[src/sv/cie_pkg.sv]
// Package for the instruction execute block: op codes, widths, command and status types.
// No dependencies.
`default_nettype none
package cie_pkg;
    localparam int unsigned MemBytes = 4096;
    localparam int unsigned MemAw    = $clog2(MemBytes);
    localparam logic [3:0]  RegPc    = 4'd15;
    localparam logic [3:0]  RegLr    = 4'd14;
    localparam logic [3:0]  RegSp    = 4'd13;

    localparam logic [3:0] OpAdd = 4'h0;
    localparam logic [3:0] OpSub = 4'h1;
    localparam logic [3:0] OpMul = 4'h2;
    localparam logic [3:0] OpDiv = 4'h3;
    localparam logic [3:0] OpAnd = 4'h4;
    localparam logic [3:0] OpOr  = 4'h5;
    localparam logic [3:0] OpXor = 4'h6;
    localparam logic [3:0] OpShl = 4'h7;
    localparam logic [3:0] OpShr = 4'h8;
    localparam logic [3:0] OpMov = 4'h9;
    localparam logic [3:0] OpMvn = 4'hA;
    localparam logic [3:0] OpCmp = 4'hF;
    localparam logic [4:0] OpJmp = 5'h0B;
    localparam logic [4:0] OpCal = 5'h1B;
    localparam logic [4:0] OpBrk = 5'h1F;

    localparam logic [2:0] CcAl = 3'd0;
    localparam logic [2:0] CcNv = 3'd1;
    localparam logic [2:0] CcEq = 3'd2;
    localparam logic [2:0] CcNe = 3'd3;
    localparam logic [2:0] CcGt = 3'd4;
    localparam logic [2:0] CcGe = 3'd5;
    localparam logic [2:0] CcLt = 3'd6;

    localparam logic [1:0] CmpNone = 2'd0;
    localparam logic [1:0] CmpEq   = 2'd1;
    localparam logic [1:0] CmpGt   = 2'd2;
    localparam logic [1:0] CmpLt   = 2'd3;

    // Commands from the controller to the datapath.
    typedef enum logic [3:0] {
        CMD_NONE  = 4'd0,
        CMD_DEC   = 4'd1,  // latch word, read operands
        CMD_EXEC  = 4'd2,  // execute and write back
        CMD_DIVI  = 4'd3,  // not issued; decode starts a divide
        CMD_DIVS  = 4'd4,  // one divide step
        CMD_DIVW  = 4'd5,  // write divide result
        CMD_MSTEP = 4'd6,  // one byte of a load or store
        CMD_MFIN  = 4'd7,  // finish load/store
        CMD_PSH   = 4'd8,  // one push/pop register step
        CMD_MULW  = 4'd9,  // write multiply result
        CMD_DONE  = 4'd10  // capture result item
    } t_cmd;

    typedef enum logic [2:0] {
        K_SIMPLE = 3'd0,
        K_DIV    = 3'd1,
        K_MEM    = 3'd2,
        K_STACK  = 3'd3,
        K_MUL    = 3'd4
    } t_kind;

    typedef struct packed {
        t_kind      kind;
        logic [2:0] nbytes;    // bytes left in a memory access
        logic       stk_more;  // push/pop has a pending register
        logic       div_last;  // divide on its last step
    } t_stat;
endpackage
`default_nettype wire

[src/sv/cie_ctrl.sv]
// Controller state machine: sequences decode, execute, divide, memory and stack steps.
// Depends on cie_pkg.
`default_nettype none
module cie_ctrl (
    input  wire logic           i_clk,
    input  wire logic           i_rst_n,
    input  wire logic           i_valid,
    output logic                o_stall,
    input  wire logic           i_out_stall,
    output logic                o_valid,
    input  wire cie_pkg::t_stat i_stat,
    output cie_pkg::t_cmd       o_cmd
);
    import cie_pkg::*;

    typedef enum logic [9:0] {
        S_IDLE = 10'b0000000001, S_DEC  = 10'b0000000010, S_EXEC = 10'b0000000100,
        S_DIV  = 10'b0000001000, S_DIVW = 10'b0000010000, S_MEM  = 10'b0000100000,
        S_MWT  = 10'b0001000000, S_STK  = 10'b0010000000, S_DONE = 10'b0100000000,
        S_OUT  = 10'b1000000000
    } t_state;

    t_state r_state, n_state;
    logic   r_ov, n_ov;
    logic   r_pstk, n_pstk;
    logic   r_div0, n_div0;

    assign o_stall = !(r_state == S_IDLE);
    assign o_valid = r_ov;

    always_comb begin
        n_state = r_state; n_ov = r_ov; n_pstk = r_pstk; n_div0 = 1'b0;
        o_cmd = CMD_NONE;
        if (r_ov && !i_out_stall) n_ov = 1'b0;
        unique case (r_state)
            S_IDLE: if (i_valid) begin o_cmd = CMD_DEC; n_state = S_DEC; end
            S_DEC: begin
                unique case (i_stat.kind)
                    K_DIV:   begin o_cmd = CMD_NONE; n_state = S_DIV; end
                    K_MEM:   n_state = S_MEM;
                    K_STACK: begin n_pstk = 1'b1; n_state = S_STK; end
                    K_MUL:   begin o_cmd = CMD_MULW; n_state = S_DONE; end
                    default: begin o_cmd = CMD_EXEC; n_state = S_DONE; end
                endcase
            end
            S_DIV: begin
                o_cmd = CMD_DIVS;
                if (i_stat.div_last) n_state = S_DIVW;
            end
            S_DIVW: begin o_cmd = CMD_DIVW; n_state = S_DONE; end
            S_MEM: begin
                if (i_stat.nbytes != 3'd0) o_cmd = CMD_MSTEP;
                else begin o_cmd = CMD_NONE; n_state = S_MWT; end
            end
            S_MWT: begin
                // Reads drain through the read data register into the accumulator before the final write-back.
                if (r_pstk) begin n_pstk = 1'b0; n_state = S_STK; end
                else if (!r_div0) begin n_div0 = 1'b1; n_state = S_MWT; end
                else begin
                    o_cmd = i_stat.kind == K_STACK ? CMD_PSH : CMD_MFIN;
                    n_state = i_stat.kind == K_STACK ? S_STK : S_DONE;
                end
            end
            S_STK: begin
                o_cmd = CMD_PSH;
                if (!i_stat.stk_more) n_state = S_DONE;
                else if (i_stat.nbytes == 3'd0) n_state = S_MEM;
                n_pstk = 1'b0;
            end
            S_DONE: if (!r_ov) begin o_cmd = CMD_DONE; n_state = S_OUT; end
            S_OUT: begin n_ov = 1'b1; n_state = S_IDLE; end
            default: n_state = S_IDLE;
        endcase
    end

    always_ff @(posedge i_clk) begin
        if (!i_rst_n) begin
            r_state <= S_IDLE; r_ov <= 1'b0; r_pstk <= 1'b0; r_div0 <= 1'b0;
        end else begin
            r_state <= n_state; r_ov <= n_ov; r_pstk <= n_pstk; r_div0 <= n_div0;
        end
    end
endmodule
`default_nettype wire

[config.mk]
export PLATFORM = sky130hd
export DESIGN_NAME = cie_ctrl
export DESIGN_NICKNAME = d
export VERILOG_FILES = /design/src/sv/cie_pkg.sv /design/src/sv/cie_ctrl.sv
export SDC_FILE = /design/constraint.sdc
export NUM_CORES = 1
export LEC_CHECK = 0
export BUFFER_PORTS_ARGS = -buffer_cell sky130_fd_sc_hd__buf_4
export CORE_MARGIN = 4
export CORE_UTILIZATION = 40
export CTS_BUF_LIST = sky130_fd_sc_hd__clkbuf_8 sky130_fd_sc_hd__clkbuf_16
export DETAILED_ROUTE_END_ITERATION = 12
export PLACE_DENSITY_LB_ADDON = 0.05
export SETUP_SLACK_MARGIN = 0.2
export SLEW_MARGIN = 20
export SYNTH_ARGS = -nofsm -noshare
export SYNTH_HDL_FRONTEND = slang
export SYNTH_SLANG_ARGS = --single-unit
[constraint.sdc]
create_clock -name i_clk -period 3.5 [get_ports i_clk]
set_input_delay 0.7 -clock i_clk [delete_from_list [all_inputs] [get_ports i_clk]]
set_output_delay 0.7 -clock i_clk [all_outputs]
set_load 0.02 [all_outputs]
# == After elaboration in Yosys (flattened, before gate mapping) ==
# Cells that the tools add are included.
# word_totals
out_inout_bits,6
ff_bits,13
in_bits,12
# op_classes
reduce_logical,12
muxes,24
n_bitwise,2
n_eq_ne,19
# ops
cell,count
one-hot mux 10 bit (8 select lines),1
2-to-1 mux 10 bit,6
one-hot mux 4 bit (8 select lines),1
2-to-1 mux 9 bit,3
one-hot mux 9 bit (3 select lines),1
2-to-1 mux 4 bit,4
equality test 10 x 1 -> 1 bit (second input constant),1
equality test 10 bit (second input constant),1
equality test 10 x 2 -> 1 bit (second input constant),1
equality test 10 x 4 -> 1 bit (second input constant),1
equality test 10 x 5 -> 1 bit (second input constant),1
equality test 10 x 6 -> 1 bit (second input constant),1
equality test 10 x 7 -> 1 bit (second input constant),1
equality test 10 x 8 -> 1 bit (second input constant),1
equality test 10 x 9 -> 1 bit (second input constant),1
!= test 2 bit (second input constant),5
one-hot mux 4 bit (2 select lines),1
equality test 3 x 2 -> 1 bit (second input constant),2
OR reduction 3 bit,2
2-to-1 mux 1 bit,5
AND reduction 5 bit,1
nonzero test 2 bit,2
equality test 3 x 1 -> 1 bit (second input constant),1
equality test 3 bit (second input constant),1
10 further kinds,12

# == Longest topological paths before layout ==
# logic_depth
ltp_word,5
mapped_depth,7
ltp_nobuf,5

# == Worst setup path before layout ==
# No wires, ideal clock.
# synth_path
path_kind,reg-to-output
start,register r_state[3]
end,output port o_cmd[1]
path_stages_with_launch,7
setup_slack_ns,0.780
t_required_ns,2.800
n_path_buf,1
t_arrival_ns,2.020
cell_sequence,dfxtp_1 > clkbuf_1 > nor4_1 > nand4b_1 > nor3b_1 > a21oi_1 > o31ai_1
# synth_between
elab_chain_len,2
# synth_lines
element,line,source
"start, declared",cie_ctrl.sv:23,"t_state r_state, n_state;"
"start signal, assigned",cie_ctrl.sv:80,r_state <= n_state; r_ov <= n_ov; r_pstk <= n_pstk; r_div0 <= n_div0;
equality test 10 x 9 -> 1 bit (tied with other cells),cie_ctrl.sv:35,unique case (r_state)
one-hot mux 4 bit (8 select lines) (*),cie_ctrl.sv:35,
"end, declared",cie_ctrl.sv:12,output cie_pkg::t_cmd o_cmd
# Every way passes the cells marked *; elsewhere a longest branch is shown, timed or not.

# == Final worst setup path ==
# layout_path
start,register r_state[0]
end,output port o_cmd[1]
# The elaborated chain is that of the path after synthesis.

==> impl_metrics.py <==
metrics = {
    "yosys": {
        "syn_avg_cell_area_um2": 7.84,
        "synthFlopType": "dfxtp_1",
        "synth_area_leader_cell": "dfxtp_1",
        "ys_seq_area_frac": 0.292,
        "synth_top_cells_by_count": "nor2_1 (14), dfxtp_1 (12), nand2_1 (7), nand2b_1 (6)",
        "synthesis.area_um2": 823,
        "async_flop_share": 0,
        "yosys_warnings": 0,
        "synth_nets": 117,
        "synth_top_cell_area_share": 0.292,
        "yosys-top-cells-area": "dfxtp_1 (29%), nor2_1 (6.4%), nand2b_1 (4.6%), nor4b_1 (4.3%), nor2b_1 (3.8%)",
        "ys_types": 44,
        "ys_ff_latch": 12,
        "yosysMostFrequentCell": "nor2_1",
        "synthCells": 105,
        "synth_edf_count": 0,
    },
    "detailed_routing": {
        "drt-pass1-iter-count": 4,
        "drt_iter0_markers": 34,
        "via_per_inst": 5.70,
        "postRouteAntennaNets": 0,
        "avgRoutedWirePerCell_um": 14.5,
        "drc": 0,
        "vias": 861,
        "wl_mm": 2.19,
    },
    "sta": {
        "setup_tns_ps": 0,
        "rsz0062_at_grt": "no",
        "worst_clock_skew_ps": 0.740,
        "hold_viol": 0,
        "setup_ws_ps": 602,
        "max_freq_mhz": 345,
        "holdWs_ps": 495,
        "period_share": 0.828,
        "slew_violations": 0,
        "maxSlewHeadroom": 0.628,
        "period_needed_ps": 2900,
        "setup_viol": 0,
        "worst_slew_pin_slew_ps": 550,
    },
    "global_routing": {
        "grt_max_degree": 10,
        "grtUsageTotal": 0.175,
        "grt-ovfl-total": 0,
        "grt_first_pass_wirelength_mm": 3.52,
        "first_global_vias": 754,
        "antenna_found_initial": 0,
    },
    "clock_network": {
        "cts_htree_levels": 1,
        "clockBufferDepth": 2,
        "cts-root-buf": "clkbuf_8",
        "clkTransAtPathRegs_ps": 50,
        "holdBufCountCts": 0,
        "post_cts_buffers": 0,
        "cts_tree": "built",
        "insertion_delay_ps": 240,
        "cts.sinks": 12,
        "cts_buffers": 3,
    },
    "place": {
        "dp_slack_ps": 815,
        "globalplace.congestion": 0.846,
        "dp.cells": 147,
        "io_buffers": 17,
        "dp_hpwl_mm": 1.72,
    },
    "critical_path": {
        "cp-start-kind": "flip-flop",
        "crit_type": "reg -> out",
        "r2r_start": "r_state[0]$_SDFFE_PN1P_",
        "cp_max_fo": 5,
        "r2r-end": "r_state[6]$_SDFFE_PN0P_",
        "cp-end-kind": "output port",
        "cp.required_ps": 2800,
        "worstPathArrival_ps": 2200,
        "rrSetupSlack_ps": 1470,
        "r2r_cells": 5,
    },
    "worst_hold_path": {
        "worstHoldStart": "r_div0$_SDFF_PP0_",
        "hold-path-endpoint": "r_div0$_SDFF_PP0_",
        "hp-class": "reg -> reg",
        "whs_path_depth": 1,
    },
    "die": {
        "fp-row-count": 16,
        "dieWidth_um": 53.4,
        "io_pins": 18,
        "dieArea_um2": 2850,
        "die_h_um": 53.4,
        "start_util": 0.420,
        "core_region_area_um2": 1960,
    },
    "power": {
        "p_per_area_nw_per_um2": 423,
        "power.leakage_nw": 0.403,
        "peakVddDrop_uv": 319,
    },
    "job": {
        "max-cap-violations": 0,
    },
    "final_layout": {
        "post-route-util": 0.531,
        "syn2layout_area_growth_pct": 26.6,
        "finalNonFillerCells": 151,
        "num_antenna_cells": 0,
        "finalNetCount": 137,
        "drive_above_1_share": 0.218,
    },
    "status": {
        "outcome": "finished, final reports clean",
    },
}
## state kept, by name, summed over array words and instances (netlist names)
signal,count
o_valid,1
r_div0,1
r_pstk,1
r_state,9
## cells in the final DEF, fill, tap and decap left out, drive strengths merged, types with 3 or more instances in the layout
cell,n
buf,18
nor2,14
dfxtp,12
nand2,7
nand2b,6
nor3,5
a21oi,5
nor2b,5
nor4b,4
inv,4
clkbuf,4
or4,3
## area by class of cell
type / instances / area (um2)
Multi-Input combinational cell: 86 / 563
Fill cell: 215 / 920
Inverter: 4 / 15.0
Clock buffer: 4 / 55.1
Timing Repair Buffer: 18 / 135
Tap cell: 27 / 33.8
Sequential cell: 12 / 240
## critical path, stage by stage, from the launching register on
cell	delay, ps
dfxtp_1	350
nor4_2	430
nand4b_1	270
nor3b_1	370
a21oi_1	80
o31ai_1	270
buf_4	190
## layer usage
layer  up-vias  track usage  part of all wire  wire length [um]
li1        444            -                 -                 -
met1       388        0.238              0.46              1010
met2        24        0.249              0.46              1000
met3         5       0.0507             0.062               136
met4         0       0.0766             0.013                29
met5         -            0                 0                 0
## worst max-delay path by stage
stage                       startpoint        to  slack [ps]
2_1_floorplan  r_state[3]$_SDFFE_PN0P_  o_cmd[1]         780
3_3_place_gp   r_state[3]$_SDFFE_PN0P_  o_cmd[1]         850
3_5_place_dp   r_state[3]$_SDFFE_PN0P_  o_cmd[1]         810
4_1_cts        r_state[3]$_SDFFE_PN0P_  o_cmd[1]         470
5_1_grt        r_state[3]$_SDFFE_PN0P_  o_cmd[1]         390
6_report       r_state[0]$_SDFFE_PN1P_  o_cmd[1]         600
## timing repair
action / CTS / global route
endpoints found under the hold margin: 0 / 0
gates resized for setup: 0 / 1
endpoints found under the setup margin: 0 / 1
## cells by family (layout without fill, tap and decap cells)
kind of cell           Yosys count  count (layout)  synth area share
AND/OR/NAND/NOR                 60              60             0.418
AO/OA/AOI/OAI                   25              25             0.246
multiplexers                     1               1            0.0122
flip-flops                      12              12             0.292
buffers and inverters            7              26            0.0319
## through the flow
stage	area [um2]	power (mW)
floorplan	823	0.242
global placement	981	0.286
detailed placement	981	0.287
CTS	1040	0.442
global route	1040	0.465
finish	1040	0.441
## power by group
group	total, mW	internal [mW]	leakage (nW)	switching [mW]
Clock	0.153	0.0996	0.0288	0.0537
Combinational	0.134	0.0632	0.277	0.0711
Sequential	0.153	0.144	0.0972	0.00934
Total	0.441	0.306	0.403	0.134
Note: power is estimated with default switching activity, not from simulation.
